--- src/rtl/itrd_pkg.sv ---
// Package for the integer to radix digits block: shared types, constants
// and the small digit helper functions.
// No dependencies; used by every module of the block.
package itrd_pkg;

   // Widths fixed by the item fields and the register
   localparam int DEFAULT_VALUE_BITS = 31;
   localparam int BASE_W             = 6;
   localparam int CHAR_W             = 7;

   // Register reset and radix limits
   localparam logic [BASE_W-1:0] BASE_RESET = 6'd10;
   localparam logic [BASE_W-1:0] BASE_MIN   = 6'd2;
   localparam logic [BASE_W-1:0] BASE_MAX   = 6'd36;

   // ASCII codes: '0' and the offset that maps digit 10 onto 'A'
   localparam logic [CHAR_W-1:0] ASCII_ZERO          = 7'd48;
   localparam logic [CHAR_W-1:0] ASCII_LETTER_OFFSET = 7'd55;
   localparam logic [BASE_W-1:0] DECIMAL_DIGITS      = 6'd10;

   // Controller states
   typedef enum logic [2:0] {
      ST_IDLE,
      ST_DIV_BIT,
      ST_DIV_STORE,
      ST_READ,
      ST_LOAD_OUT
   } itrd_state_type;

   // Commands from controller to datapath
   typedef struct packed {
      logic load;      // take a new item into the quotient register
      logic step;      // one restoring division step
      logic store;     // write the finished digit, start the next division
      logic read;      // read the digit store at the emission index
      logic load_out;  // move the read digit into the output register
   } itrd_cmd_type;

   // Status from datapath to controller
   typedef struct packed {
      logic bit_last;   // last division step of this digit
      logic quot_zero;  // quotient is zero
      logic cnt_full;   // digit store about to be full
      logic cnt_one;    // one digit left to emit
      logic out_free;   // output register empty or being taken
   } itrd_sts_type;

   // Register value clamped into the legal radix range
   function automatic logic [BASE_W-1:0] effective_base(input logic [BASE_W-1:0] b);
      logic [BASE_W-1:0] r;
      r = b;
      if (b < BASE_MIN) begin
         r = BASE_MIN;
      end else if (b > BASE_MAX) begin
         r = BASE_MAX;
      end
      return r;
   endfunction

   // Digit value to ASCII character
   function automatic logic [CHAR_W-1:0] digit_to_ascii(input logic [BASE_W-1:0] d);
      logic [CHAR_W-1:0] c;
      if (d < DECIMAL_DIGITS) begin
         c = ASCII_ZERO + {1'b0, d};
      end else begin
         c = ASCII_LETTER_OFFSET + {1'b0, d};
      end
      return c;
   endfunction

endpackage

--- src/rtl/itrd_ctrl.sv ---
// Controller of the integer to radix digits block: sequences the bit-serial
// division per digit and the digit emission.
// Depends on itrd_pkg.
module itrd_ctrl (
   input  logic                 clock,
   input  logic                 reset,
   input  logic                 req_valid,
   output logic                 req_stall,
   input  itrd_pkg::itrd_sts_type sts,
   output itrd_pkg::itrd_cmd_type cmd
);

   itrd_pkg::itrd_state_type state_ff, state_in;

   // State register
   always_ff @(posedge clock) begin
      if (reset) begin
         state_ff <= itrd_pkg::ST_IDLE;
      end else begin
         state_ff <= state_in;
      end
   end

   // Next state
   always_comb begin
      state_in = state_ff;
      case (state_ff)
         itrd_pkg::ST_IDLE: begin
            if (req_valid) state_in = itrd_pkg::ST_DIV_BIT;
         end
         itrd_pkg::ST_DIV_BIT: begin
            if (sts.bit_last) state_in = itrd_pkg::ST_DIV_STORE;
         end
         itrd_pkg::ST_DIV_STORE: begin
            if (sts.quot_zero || sts.cnt_full) begin
               state_in = itrd_pkg::ST_READ;
            end else begin
               state_in = itrd_pkg::ST_DIV_BIT;
            end
         end
         itrd_pkg::ST_READ: begin
            state_in = itrd_pkg::ST_LOAD_OUT;
         end
         itrd_pkg::ST_LOAD_OUT: begin
            if (sts.out_free) begin
               state_in = sts.cnt_one ? itrd_pkg::ST_IDLE : itrd_pkg::ST_READ;
            end
         end
         default: begin
            state_in = itrd_pkg::ST_IDLE;
         end
      endcase
   end

   // Commands
   always_comb begin
      cmd       = '0;
      req_stall = 1'b1;
      case (state_ff)
         itrd_pkg::ST_IDLE: begin
            req_stall = 1'b0;
            cmd.load  = req_valid;
         end
         itrd_pkg::ST_DIV_BIT:   cmd.step     = 1'b1;
         itrd_pkg::ST_DIV_STORE: cmd.store    = 1'b1;
         itrd_pkg::ST_READ:      cmd.read     = 1'b1;
         itrd_pkg::ST_LOAD_OUT:  cmd.load_out = sts.out_free;
         default: begin
            cmd       = '0;
            req_stall = 1'b1;
         end
      endcase
   end

endmodule

--- src/rtl/itrd_dp.sv ---
// Datapath of the integer to radix digits block: radix register, bit-serial
// restoring divider, digit store and output register.
// Depends on itrd_pkg.
module itrd_dp #(
   parameter int VALUE_BITS = itrd_pkg::DEFAULT_VALUE_BITS
) (
   input  logic                         clock,
   input  logic                         reset,
   input  logic [VALUE_BITS-1:0]        req_value,
   input  logic                         csr_write_enable,
   input  logic [itrd_pkg::BASE_W-1:0]  csr_write_data,
   output logic                         rsp_valid,
   input  logic                         rsp_stall,
   output logic [itrd_pkg::CHAR_W-1:0]  rsp_digit_char,
   output logic                         rsp_last_digit,
   input  itrd_pkg::itrd_cmd_type       cmd,
   output itrd_pkg::itrd_sts_type       sts
);

   localparam int IDX_W = $clog2(VALUE_BITS);
   localparam int CNT_W = $clog2(VALUE_BITS + 1);
   localparam int BW    = itrd_pkg::BASE_W;

   logic [BW-1:0]         base_ff;
   logic [BW-1:0]         base_eff;
   logic [VALUE_BITS-1:0] quot_ff, quot_in;
   logic [BW-1:0]         rem_ff, rem_in;
   logic [BW:0]           rem_shift;
   logic                  qbit;
   logic [IDX_W-1:0]      bit_ff, bit_in;
   logic [CNT_W-1:0]      cnt_ff, cnt_in;
   logic [CNT_W-1:0]      cnt_minus;
   logic [BW-1:0]         mem [VALUE_BITS];
   logic [BW-1:0]         rd_data_ff;
   logic                  out_valid_ff, out_valid_in;
   logic [itrd_pkg::CHAR_W-1:0] out_char_ff;
   logic                  out_last_ff;

   // Radix register
   always_ff @(posedge clock) begin
      if (reset) begin
         base_ff <= itrd_pkg::BASE_RESET;
      end else if (csr_write_enable) begin
         base_ff <= csr_write_data;
      end
   end

   assign base_eff = itrd_pkg::effective_base(base_ff);

   // One restoring division step: bring down the next dividend bit
   assign rem_shift = {rem_ff, quot_ff[VALUE_BITS-1]};
   assign qbit      = (rem_shift >= {1'b0, base_eff});

   always_comb begin
      quot_in = quot_ff;
      rem_in  = rem_ff;
      bit_in  = bit_ff;
      if (cmd.load) begin
         quot_in = req_value;
         rem_in  = '0;
         bit_in  = '0;
      end else if (cmd.step) begin
         quot_in = {quot_ff[VALUE_BITS-2:0], qbit};
         rem_in  = qbit ? BW'(rem_shift - {1'b0, base_eff}) : rem_shift[BW-1:0];
         bit_in  = bit_ff + IDX_W'(1);
      end else if (cmd.store) begin
         rem_in  = '0;
         bit_in  = '0;
      end
   end

   always_ff @(posedge clock) begin
      quot_ff <= quot_in;
      rem_ff  <= rem_in;
   end

   always_ff @(posedge clock) begin
      if (reset) begin
         bit_ff <= '0;
      end else begin
         bit_ff <= bit_in;
      end
   end

   // Digit count: counts up while dividing, down while emitting
   assign cnt_minus = cnt_ff - CNT_W'(1);

   always_comb begin
      cnt_in = cnt_ff;
      if (cmd.load) begin
         cnt_in = '0;
      end else if (cmd.store) begin
         cnt_in = cnt_ff + CNT_W'(1);
      end else if (cmd.load_out) begin
         cnt_in = cnt_minus;
      end
   end

   always_ff @(posedge clock) begin
      if (reset) begin
         cnt_ff <= '0;
      end else begin
         cnt_ff <= cnt_in;
      end
   end

   // Digit store, registered read
   always_ff @(posedge clock) begin
      if (cmd.store) begin
         mem[cnt_ff[IDX_W-1:0]] <= rem_ff;
      end
   end

   always_ff @(posedge clock) begin
      if (cmd.read) begin
         rd_data_ff <= mem[cnt_minus[IDX_W-1:0]];
      end
   end

   // Output register
   always_comb begin
      out_valid_in = out_valid_ff && rsp_stall;
      if (cmd.load_out) out_valid_in = 1'b1;
   end

   always_ff @(posedge clock) begin
      if (reset) begin
         out_valid_ff <= 1'b0;
      end else begin
         out_valid_ff <= out_valid_in;
      end
   end

   always_ff @(posedge clock) begin
      if (cmd.load_out) begin
         out_char_ff <= itrd_pkg::digit_to_ascii(rd_data_ff);
         out_last_ff <= (cnt_ff == CNT_W'(1));
      end
   end

   assign rsp_valid      = out_valid_ff;
   assign rsp_digit_char = out_char_ff;
   assign rsp_last_digit = out_last_ff;

   // Status
   assign sts.bit_last  = (bit_ff == IDX_W'(VALUE_BITS - 1));
   assign sts.quot_zero = (quot_ff == '0);
   assign sts.cnt_full  = (cnt_ff == CNT_W'(VALUE_BITS - 1));
   assign sts.cnt_one   = (cnt_ff == CNT_W'(1));
   assign sts.out_free  = !out_valid_ff || !rsp_stall;

endmodule

--- src/rtl/integer_to_radix_digits.sv ---
// Integer to radix digits: converts a non-negative integer to ASCII digits
// in a base from 2 to 36, most significant digit first.
// Usage:
//   req_ channel: one item, req_value, taken when req_valid is high and
//   req_stall is low. req_stall stays high from acceptance until the last
//   digit has been loaded into the output register.
//   rsp_ channel: one item per digit, rsp_digit_char ('0'-'9', 'A'-'Z'),
//   rsp_last_digit set on the least significant digit.
//   csr_ port: csr_write_data is the radix, written when csr_write_enable
//   is high; 0 and 1 act as 2, 37 to 63 act as 36. Write only while idle.
// Flow: each digit is found by the bit-serial divider (one quotient bit per
//   cycle) and written to the digit store; once division ends, the digits
//   are read back from the store one at a time and loaded into the output
//   register.
// Stalls: a stalled result holds in the output register and emission
//   pauses; the next item may be accepted while the final digit waits.
// Reset (synchronous): radix returns to 10, controller to idle, no result
//   pending. The digit store is not cleared.
// Depends on itrd_pkg, itrd_ctrl, itrd_dp.
module integer_to_radix_digits #(
   parameter int VALUE_BITS = itrd_pkg::DEFAULT_VALUE_BITS
) (
   input  logic                         clock,
   input  logic                         reset,
   input  logic                         req_valid,
   output logic                         req_stall,
   input  logic [VALUE_BITS-1:0]        req_value,
   output logic                         rsp_valid,
   input  logic                         rsp_stall,
   output logic [itrd_pkg::CHAR_W-1:0]  rsp_digit_char,
   output logic                         rsp_last_digit,
   input  logic                         csr_write_enable,
   input  logic [itrd_pkg::BASE_W-1:0]  csr_write_data
);

   itrd_pkg::itrd_cmd_type cmd;
   itrd_pkg::itrd_sts_type sts;

   itrd_ctrl u_ctrl (
      .clock     (clock),
      .reset     (reset),
      .req_valid (req_valid),
      .req_stall (req_stall),
      .sts       (sts),
      .cmd       (cmd)
   );

   itrd_dp #(
      .VALUE_BITS (VALUE_BITS)
   ) u_dp (
      .clock            (clock),
      .reset            (reset),
      .req_value        (req_value),
      .csr_write_enable (csr_write_enable),
      .csr_write_data   (csr_write_data),
      .rsp_valid        (rsp_valid),
      .rsp_stall        (rsp_stall),
      .rsp_digit_char   (rsp_digit_char),
      .rsp_last_digit   (rsp_last_digit),
      .cmd              (cmd),
      .sts              (sts)
   );

   // Busy right after an item is taken
   assert property (@(posedge clock) disable iff (reset)
      (req_valid && !req_stall) |=> req_stall)
      else $error("accepted item did not make the block busy");

   // A pending result is never overwritten
   assert property (@(posedge clock) disable iff (reset)
      cmd.load_out |-> (!rsp_valid || !rsp_stall))
      else $error("output register loaded over a stalled result");

   // At most one datapath command per cycle
   assert property (@(posedge clock) disable iff (reset)
      $onehot0({cmd.load, cmd.step, cmd.store, cmd.read, cmd.load_out}))
      else $error("conflicting datapath commands");

   // No result pending after reset
   assert property (@(posedge clock) reset |=> !rsp_valid)
      else $error("result valid after reset");

endmodule

--- config.mk ---
export PLATFORM = sky130hd
export DESIGN_NAME = integer_to_radix_digits
export DESIGN_NICKNAME = d
export VERILOG_FILES = /design/src/rtl/itrd_pkg.sv /design/src/rtl/itrd_ctrl.sv /design/src/rtl/itrd_dp.sv /design/src/rtl/integer_to_radix_digits.sv
export SDC_FILE = /design/constraint.sdc
export NUM_CORES = 1
export LEC_CHECK = 0
export BUFFER_PORTS_ARGS = -buffer_cell sky130_fd_sc_hd__buf_2
export CORE_ASPECT_RATIO = 0.7
export CORE_MARGIN = 2
export CORE_UTILIZATION = 31
export DETAILED_ROUTE_END_ITERATION = 10
export GPL_ROUTABILITY_DRIVEN = 0
export HOLD_SLACK_MARGIN = 0.06
export SYNTH_ARGS = -nofsm -noshare
export SYNTH_HDL_FRONTEND = slang
export SYNTH_SLANG_ARGS = --single-unit
--- constraint.sdc ---
create_clock -name clock -period 4 [get_ports clock]
set_clock_uncertainty 0.2 [all_clocks]
set_input_delay 0.2 -clock clock [delete_from_list [all_inputs] [get_ports clock]]
set_output_delay 0.2 -clock clock [all_outputs]
set_load 0.1 [all_outputs]
Word level (Yosys, flattened, before mapping) --
Memories as Yosys holds them, arrays and structs flattened. A register that Yosys moved wholly into a read port is not among the register bits. Index checks and enable logic that the tools add are counted.
Cells by class: magnitude comparators 4, reductions and logical operators 12, eq/ne operators 10, mux-type cells 27, add/subtract/negate cells 6
Operators with widths (count):
- 31-bit 2-to-1 mux | 2
- 31-bit logical NOT | 1
- 6-bit 2-to-1 mux | 5
- 5-bit 2-to-1 mux | 4
- 3-bit one-hot mux with 5 select lines | 1
- 6-bit by 6-bit adder with 7-bit output, first input constant | 2
- 5-bit by 1-bit adder with 5-bit output, second input constant | 2
- 5-bit equality test, second input constant | 2
- 1-bit 2-to-1 mux | 9
- 3-bit 2-to-1 mux | 3
- 7-bit by 6-bit >= comparator with 1-bit output | 1
- 7-bit 2-to-1 mux | 1
- 3-bit by 2-bit equality test with 1-bit output, second input constant | 2
- 6-bit greater-than comparator, second input constant | 1
- 6-bit by 2-bit < comparator with 1-bit output, second input constant | 1
- 6-bit by 4-bit < comparator with 1-bit output, second input constant | 1
- 2-bit nonzero test | 3
- 6-bit subtractor | 1
- 5-bit by 1-bit equality test with 1-bit output, second input constant | 1
- 5-bit by 1-bit subtractor with 5-bit output, second input constant | 1
- 2-bit 2-to-1 mux | 2
- 2-bit inequality test, second input constant | 2
- 3-bit by 1-bit equality test with 1-bit output, second input constant | 1
- 3-bit equality test, second input constant | 1
- 7 further kinds | 9
Word-level totals: RAM bits 186, register bits after elaboration 65, memories kept 1, output and inout port bits 10, input bits 42
Memory list:
- u_dp.mem | depth 31, bits a word 6, rd ports 1, clocked after memory_dff 1, write ports 1, line itrd_dp.sv:33 | logic [BW-1:0] mem [VALUE_BITS];

Depth between registers and ports, before layout --
depth in word-level cells 6, gate-level depth with buffers 12

Modules after synthesis --
Synthesis repeated with hierarchy kept, for this count alone.
Second synthesis, totals: cell total of the unflattened synthesis 708, area total of the unflattened synthesis 11104.4 sq um
Modules (own cells, without submodules):
- itrd_dp | instances 1, cells an instance 680, sequential area each 7397.1 sq um, area each 10876.7 sq um
- itrd_ctrl | instances 1, cells an instance 28, sequential area each 60.1 sq um, area each 227.7 sq um

Least setup slack after synthesis --
No wires, ideal clock.
kind reg-to-reg, start reg u_ctrl.state_ff[2], end reg u_dp.quot_ff[0] (enable), cell stages (with the launch flop) 3, slack -158 ps, buffers on the path 0, data arrival time 3496 ps, clock period less this slack 4158 ps, required time 3338 ps, path through dfxtp_1 or3_1 o21ai_0
On the way: cells in the longest elaborated chain, start to end 3, elaborated cells on any way between the ends 5, those cells by class eq/ne: 1; mux: 2; reduce/logical: 2
Ends and longest elaborated chain:
- start, declared | line itrd_ctrl.sv:13 | itrd_pkg::itrd_state_type state_ff, state_in;
- start signal, assigned | line itrd_ctrl.sv:18 | state_ff <= itrd_pkg::ST_IDLE;
- start signal, assigned | line itrd_ctrl.sv:20 | state_ff <= state_in;
- 3-bit by 1-bit equality test with 1-bit output or 3-bit logical NOT (tied branches) | line itrd_ctrl.sv:59 | case (state_ff)
- 1-bit 2-to-1 mux | line itrd_ctrl.sv:59
- 2-bit nonzero test (no source line) *
- end signal, assigned | line itrd_dp.sv:73 | quot_ff <= quot_in;
- end, declared | line itrd_dp.sv:26 | logic [VALUE_BITS-1:0] quot_ff, quot_in;
Mark *: on every way between the ends. The rest lies on a longest branch, timed or not. A chain may end at the register's enable or synchronous reset.

Worst setup path after layout --
start reg u_dp.cnt_ff[1], end reg u_dp.rd_data_ff[3], read port of u_dp.mem (data pin)
On the way: cells in the longest elaborated chain, start to end 1
Ends and longest elaborated chain:
- start, declared | line itrd_dp.sv:31 | logic [CNT_W-1:0] cnt_ff, cnt_in;
- start signal, assigned | line itrd_dp.sv:103 | cnt_ff <= cnt_in;
- 5-bit by 1-bit subtractor with 5-bit output | line itrd_dp.sv:86 | assign cnt_minus = cnt_ff - CNT_W'(1);
- end, declared | line itrd_dp.sv:34 | logic [BW-1:0] rd_data_ff;
Every way passes these cells.

==> summary.txt <==
Outcome
  • Run status: finished, final reports clean

Yosys
  • Sequential-to-total area share from yosys stat: 67.0%
  • Post-synthesis cell type with the largest combined area: sky130_fd_sc_hd__edfxtp_1
  • Yosys Warn Count: 0
  • Cell Area, Synth: 11100 um^2
  • EDFF count, synth: 231
  • Net count of the mapped netlist: 767
  • Top cells by area in the synthesized netlist: sky130_fd_sc_hd__edfxtp_1, sky130_fd_sc_hd__mux4_2, sky130_fd_sc_hd__dfxtp_1
  • Synth unique cells: 63
  • Number of synthesized register bits: 257
  • Synthesized area divided by synthesized cell count: 15.8 um^2
  • Main synth FF type: sky130_fd_sc_hd__edfxtp_1
  • Gate Count Post-Synth: 707
  • Share of Yosys cell area claimed by the top area cell type: 62.3%
  • Async set-or-reset flop fraction in the synthesized netlist: 0%

Critical path
  • Largest stage delay on the critical path: 810 ps
  • Launching element type of the critical path: register
  • Register-to-register setup slack: 750 ps
  • Chain of cells forming the critical path: inv_1, ha_2, buf_4, mux4_2, nand2_1, nand3_1, and3_1
  • Reg2Reg Depth: 7
  • Arrival time reported for the critical path endpoint: 3340 ps
  • Capture point of the worst path: u_dp.rd_data_ff[3]
  • Data required time at the worst endpoint: 4090 ps
  • Largest fanout of any net on the critical path: 33
  • Critical Path Sink Type: register
  • Slowest library cell on the worst path: sky130_fd_sc_hd__ha_2
  • Capture instance of the worst register-to-register path: u_dp.rd_data_ff[3]
  • RR Startpoint: u_dp.cnt_ff[1]
  • Type of the worst setup path: register to register
  • Worst setup path startpoint: u_dp.cnt_ff[1]

Clock tree
  • Hold bufs inserted after CTS: 51
  • Root buffer cell: sky130_fd_sc_hd__clkbuf_16
  • H-tree depth reported by CTS: 1
  • Clock edge transition at the registers on the reported setup and hold paths: 60 ps
  • Post-cts resize count: 0
  • Total CTS buffers: 27
  • Clock tree from TritonCTS: done
  • Post-CTS setup buffer count: 0
  • Clock Tree Buf Depth: 3
  • Clk sinks: 257
  • Clock latency of the later-clocked register in the worst-skew pair: 540 ps

STA
  • Final number of hold-violating endpoints: 0
  • Worst rel slew slack: 28.0%
  • Shortest clock period the worst path allows after layout: 3250 ps
  • Final setup violating endpoints: 0
  • Transition time at the pin with the least slew margin: 1080 ps
  • Accumulated negative setup slack: 0 ps
  • Maximum achievable frequency: 307 MHz
  • Setup repair after global routing missed its margin: false
  • Number of max-slew violations in the final report: 0
  • Final cycle utilization of the critical path: 81.3%

Job
  • Number of max-cap violations: 0

Detailed routing
  • Post-detailed-route count of antenna-violating nets: 0
  • DR vias/cell: 4.86
  • Detailed-routing iteration count for the pre-antenna-repair pass: 5
  • Total wirelength of the detailed-routed design: 25000 um
  • Detail-routed net length per standard cell: 19.0 um
  • Detailed-route DRC error count: 0
  • 1st-iter DRT viols: 514
  • Via Count: 6383

GRT
  • First-pass GRT wire length: 38400 um
  • Global router's overall resource usage: 13.5%
  • Maximum number of pins on one net before global-route repair: 59
  • Remaining global-route overflow: 0
  • Vias in the first global route: 6267
  • Initial antenna violation count: 0

Worst hold path
  • Hold path startpoint: u_dp.bit_ff[4]
  • Path class of the lowest-slack min-delay path: register to register

Floorplanning
  • Width of the chip: 231 um
  • Area of the core: 35600 um^2
  • Number of top-level design ports: 52
  • Initial cell density of the core: 31.3%
  • Die height: 163 um
  • Total die area: 37500 um^2
  • Core Rows: 58

Placement
  • Count of buffers from port buffering: 51
  • Number of placed instances, taps included: 1217
  • Estimated wirelength of the detail-placed design: 15900 um

Pwr
  • Peak supply drop: 0.329 mV
  • Pwr Density: 512 nW/um^2
  • Leakage power: 4.43 nW

Cells and area
  • Area growth, synth to finish: 19.0%
  • Antenna diodes: 0
  • Final net count: 877
  • Non-Filler Instances: 1314
  • Fraction of final layout cells sized beyond drive strength 1: 23.1%
## cell type report
cell class	instances	area [um^2]
inverters	18	67.6
fillers	3309	22400
well taps	480	601
flip-flops and latches	257	7460
clock buffers	38	757
repair buffers	114	856
clock inverters	8	93.8
multi-input cells	399	3420
## worst max-delay path: cells and delay by family, from the launching register on
family / cells / cell delay, ps
fa+ha+maj: 1 / 810
buf+inv: 2 / 650
simple gates: 3 / 390
flops: 1 / 550
mux: 1 / 360
## logic make-up (layout without fill, tap and decap cells)
logic type / Yosys count / in the layout / share of synthesized area, %
flip-flops: 257 / 257 / 67.0
AND/OR/NAND/NOR: 189 / 189 / 8.23
multiplexers: 103 / 103 / 14.3
AO/OA/AOI/OAI: 77 / 77 / 4.76
buffers and inverters: 51 / 178 / 2.44
adder cells (fa/ha/maj): 18 / 18 / 2.09
XOR/XNOR: 12 / 12 / 1.18
## registers in the layout (all words and copies together) (netlist names)
register	cells
u_dp.base_ff	6
u_dp.quot_ff	31
u_dp.rem_ff	6
u_dp.cnt_ff	5
u_dp.rd_data_ff	6
u_dp.rsp_last_digit	1
u_dp.mem	186
u_dp.bit_ff	5
u_dp.rsp_valid	1
u_dp.rsp_digit_char	7
u_ctrl.state_ff	3
## stage by stage
step	hold WS (ps)	setup slack (ps)	cell area, um^2	utilization (%)	power (W)
final	290	747	13300	37.2	0.00679
after global routing	294	520	13300	37.2	0.00705
after global placement	205	803	11900	33.4	0.00434
after detailed placement	210	760	11900	33.4	0.00437
after floorplan	122	685	11100	-	0.00402
after CTS	272	760	13300	37.2	0.00685
## synth_stat cells, types with 2 or more instances
master,instances
sky130_fd_sc_hd__edfxtp_1,231
sky130_fd_sc_hd__nor2_1,62
sky130_fd_sc_hd__nand2_1,56
sky130_fd_sc_hd__mux4_2,42
sky130_fd_sc_hd__mux2_2,33
sky130_fd_sc_hd__mux2i_1,28
sky130_fd_sc_hd__dfxtp_1,26
sky130_fd_sc_hd__o21ai_0,19
sky130_fd_sc_hd__ha_1,17
sky130_fd_sc_hd__inv_1,17
sky130_fd_sc_hd__buf_2,16
sky130_fd_sc_hd__a21oi_1,12
sky130_fd_sc_hd__nand3_1,12
sky130_fd_sc_hd__nor2b_1,9
sky130_fd_sc_hd__xnor2_1,9
sky130_fd_sc_hd__nor4_1,8
sky130_fd_sc_hd__a32oi_1,7
sky130_fd_sc_hd__clkbuf_1,7
sky130_fd_sc_hd__o211ai_1,7
sky130_fd_sc_hd__and3_1,6
sky130_fd_sc_hd__buf_6,6
sky130_fd_sc_hd__nor3_1,5
sky130_fd_sc_hd__or3_1,5
sky130_fd_sc_hd__a211o_1,4
sky130_fd_sc_hd__a31oi_1,4
sky130_fd_sc_hd__buf_4,4
sky130_fd_sc_hd__nand4_1,4
sky130_fd_sc_hd__a211oi_1,3
sky130_fd_sc_hd__a22o_1,3
sky130_fd_sc_hd__o21a_1,3
sky130_fd_sc_hd__a221oi_1,2
sky130_fd_sc_hd__and2_1,2
sky130_fd_sc_hd__nand2b_1,2
sky130_fd_sc_hd__nor2_2,2
sky130_fd_sc_hd__nor3b_1,2
sky130_fd_sc_hd__o211a_1,2
sky130_fd_sc_hd__o22ai_1,2
sky130_fd_sc_hd__or2_0,2
sky130_fd_sc_hd__or2_2,2
## where the power goes
| part | switching [W] | total, W | internal, W |
|---|---|---|---|
| combinational | 0.000629 | 0.00100 | 0.000374 |
| clock | 0.00101 | 0.00244 | 0.00144 |
| sequential | 0.0000733 | 0.00334 | 0.00327 |
## metal layers
layer / global-route usage (%) / vias up / routed length [um]
met2: 18.5 / 199 / 10300
li1: - / 2949 / -
met5: 0 / - / 0
met3: 3.85 / 31 / 1950
met1: 20.8 / 3204 / 12400
met4: 2.76 / 0 / 423
## placed cells by master, fill, tap and decap left out, types with 3 or more instances in the layout
cell	instances
sky130_fd_sc_hd__ha_1	16
sky130_fd_sc_hd__o21a_1	3
sky130_fd_sc_hd__a211o_1	4
sky130_fd_sc_hd__o211ai_1	7
sky130_fd_sc_hd__clkbuf_8	4
sky130_fd_sc_hd__a22o_1	3
sky130_fd_sc_hd__clkbuf_16	27
sky130_fd_sc_hd__nor2b_1	9
sky130_fd_sc_hd__mux4_2	42
sky130_fd_sc_hd__nor4_1	8
sky130_fd_sc_hd__mux2i_1	28
sky130_fd_sc_hd__nand3_1	12
sky130_fd_sc_hd__mux2_2	33
sky130_fd_sc_hd__a31oi_1	4
sky130_fd_sc_hd__a21oi_1	12
sky130_fd_sc_hd__clkbuf_1	7
sky130_fd_sc_hd__nand4_1	4
sky130_fd_sc_hd__edfxtp_1	231
sky130_fd_sc_hd__and3_1	6
sky130_fd_sc_hd__o21ai_0	18
sky130_fd_sc_hd__xnor2_1	9
sky130_fd_sc_hd__a211oi_1	3
sky130_fd_sc_hd__or3_1	5
sky130_fd_sc_hd__nand2_1	56
sky130_fd_sc_hd__nor3_1	5
sky130_fd_sc_hd__nor2_1	62
sky130_fd_sc_hd__dfxtp_1	25
sky130_fd_sc_hd__dlygate4sd3_1	51
sky130_fd_sc_hd__buf_4	12
sky130_fd_sc_hd__inv_1	17
sky130_fd_sc_hd__buf_2	51
sky130_fd_sc_hd__a32oi_1	7
## worst min-delay path by stage
stage / end / slack [ps] / depth (start not counted)
CTS: u_dp.quot_ff[22] / 270 / 3
finish: u_dp.bit_ff[4] / 290 / 2
global route: u_dp.quot_ff[11] / 290 / 3
detailed placement: u_dp.base_ff[1] / 210 / 2
global placement: u_dp.base_ff[1] / 210 / 2
floorplan: u_dp.base_ff[1] / 120 / 1
Note: power is estimated with default switching activity, not from simulation.
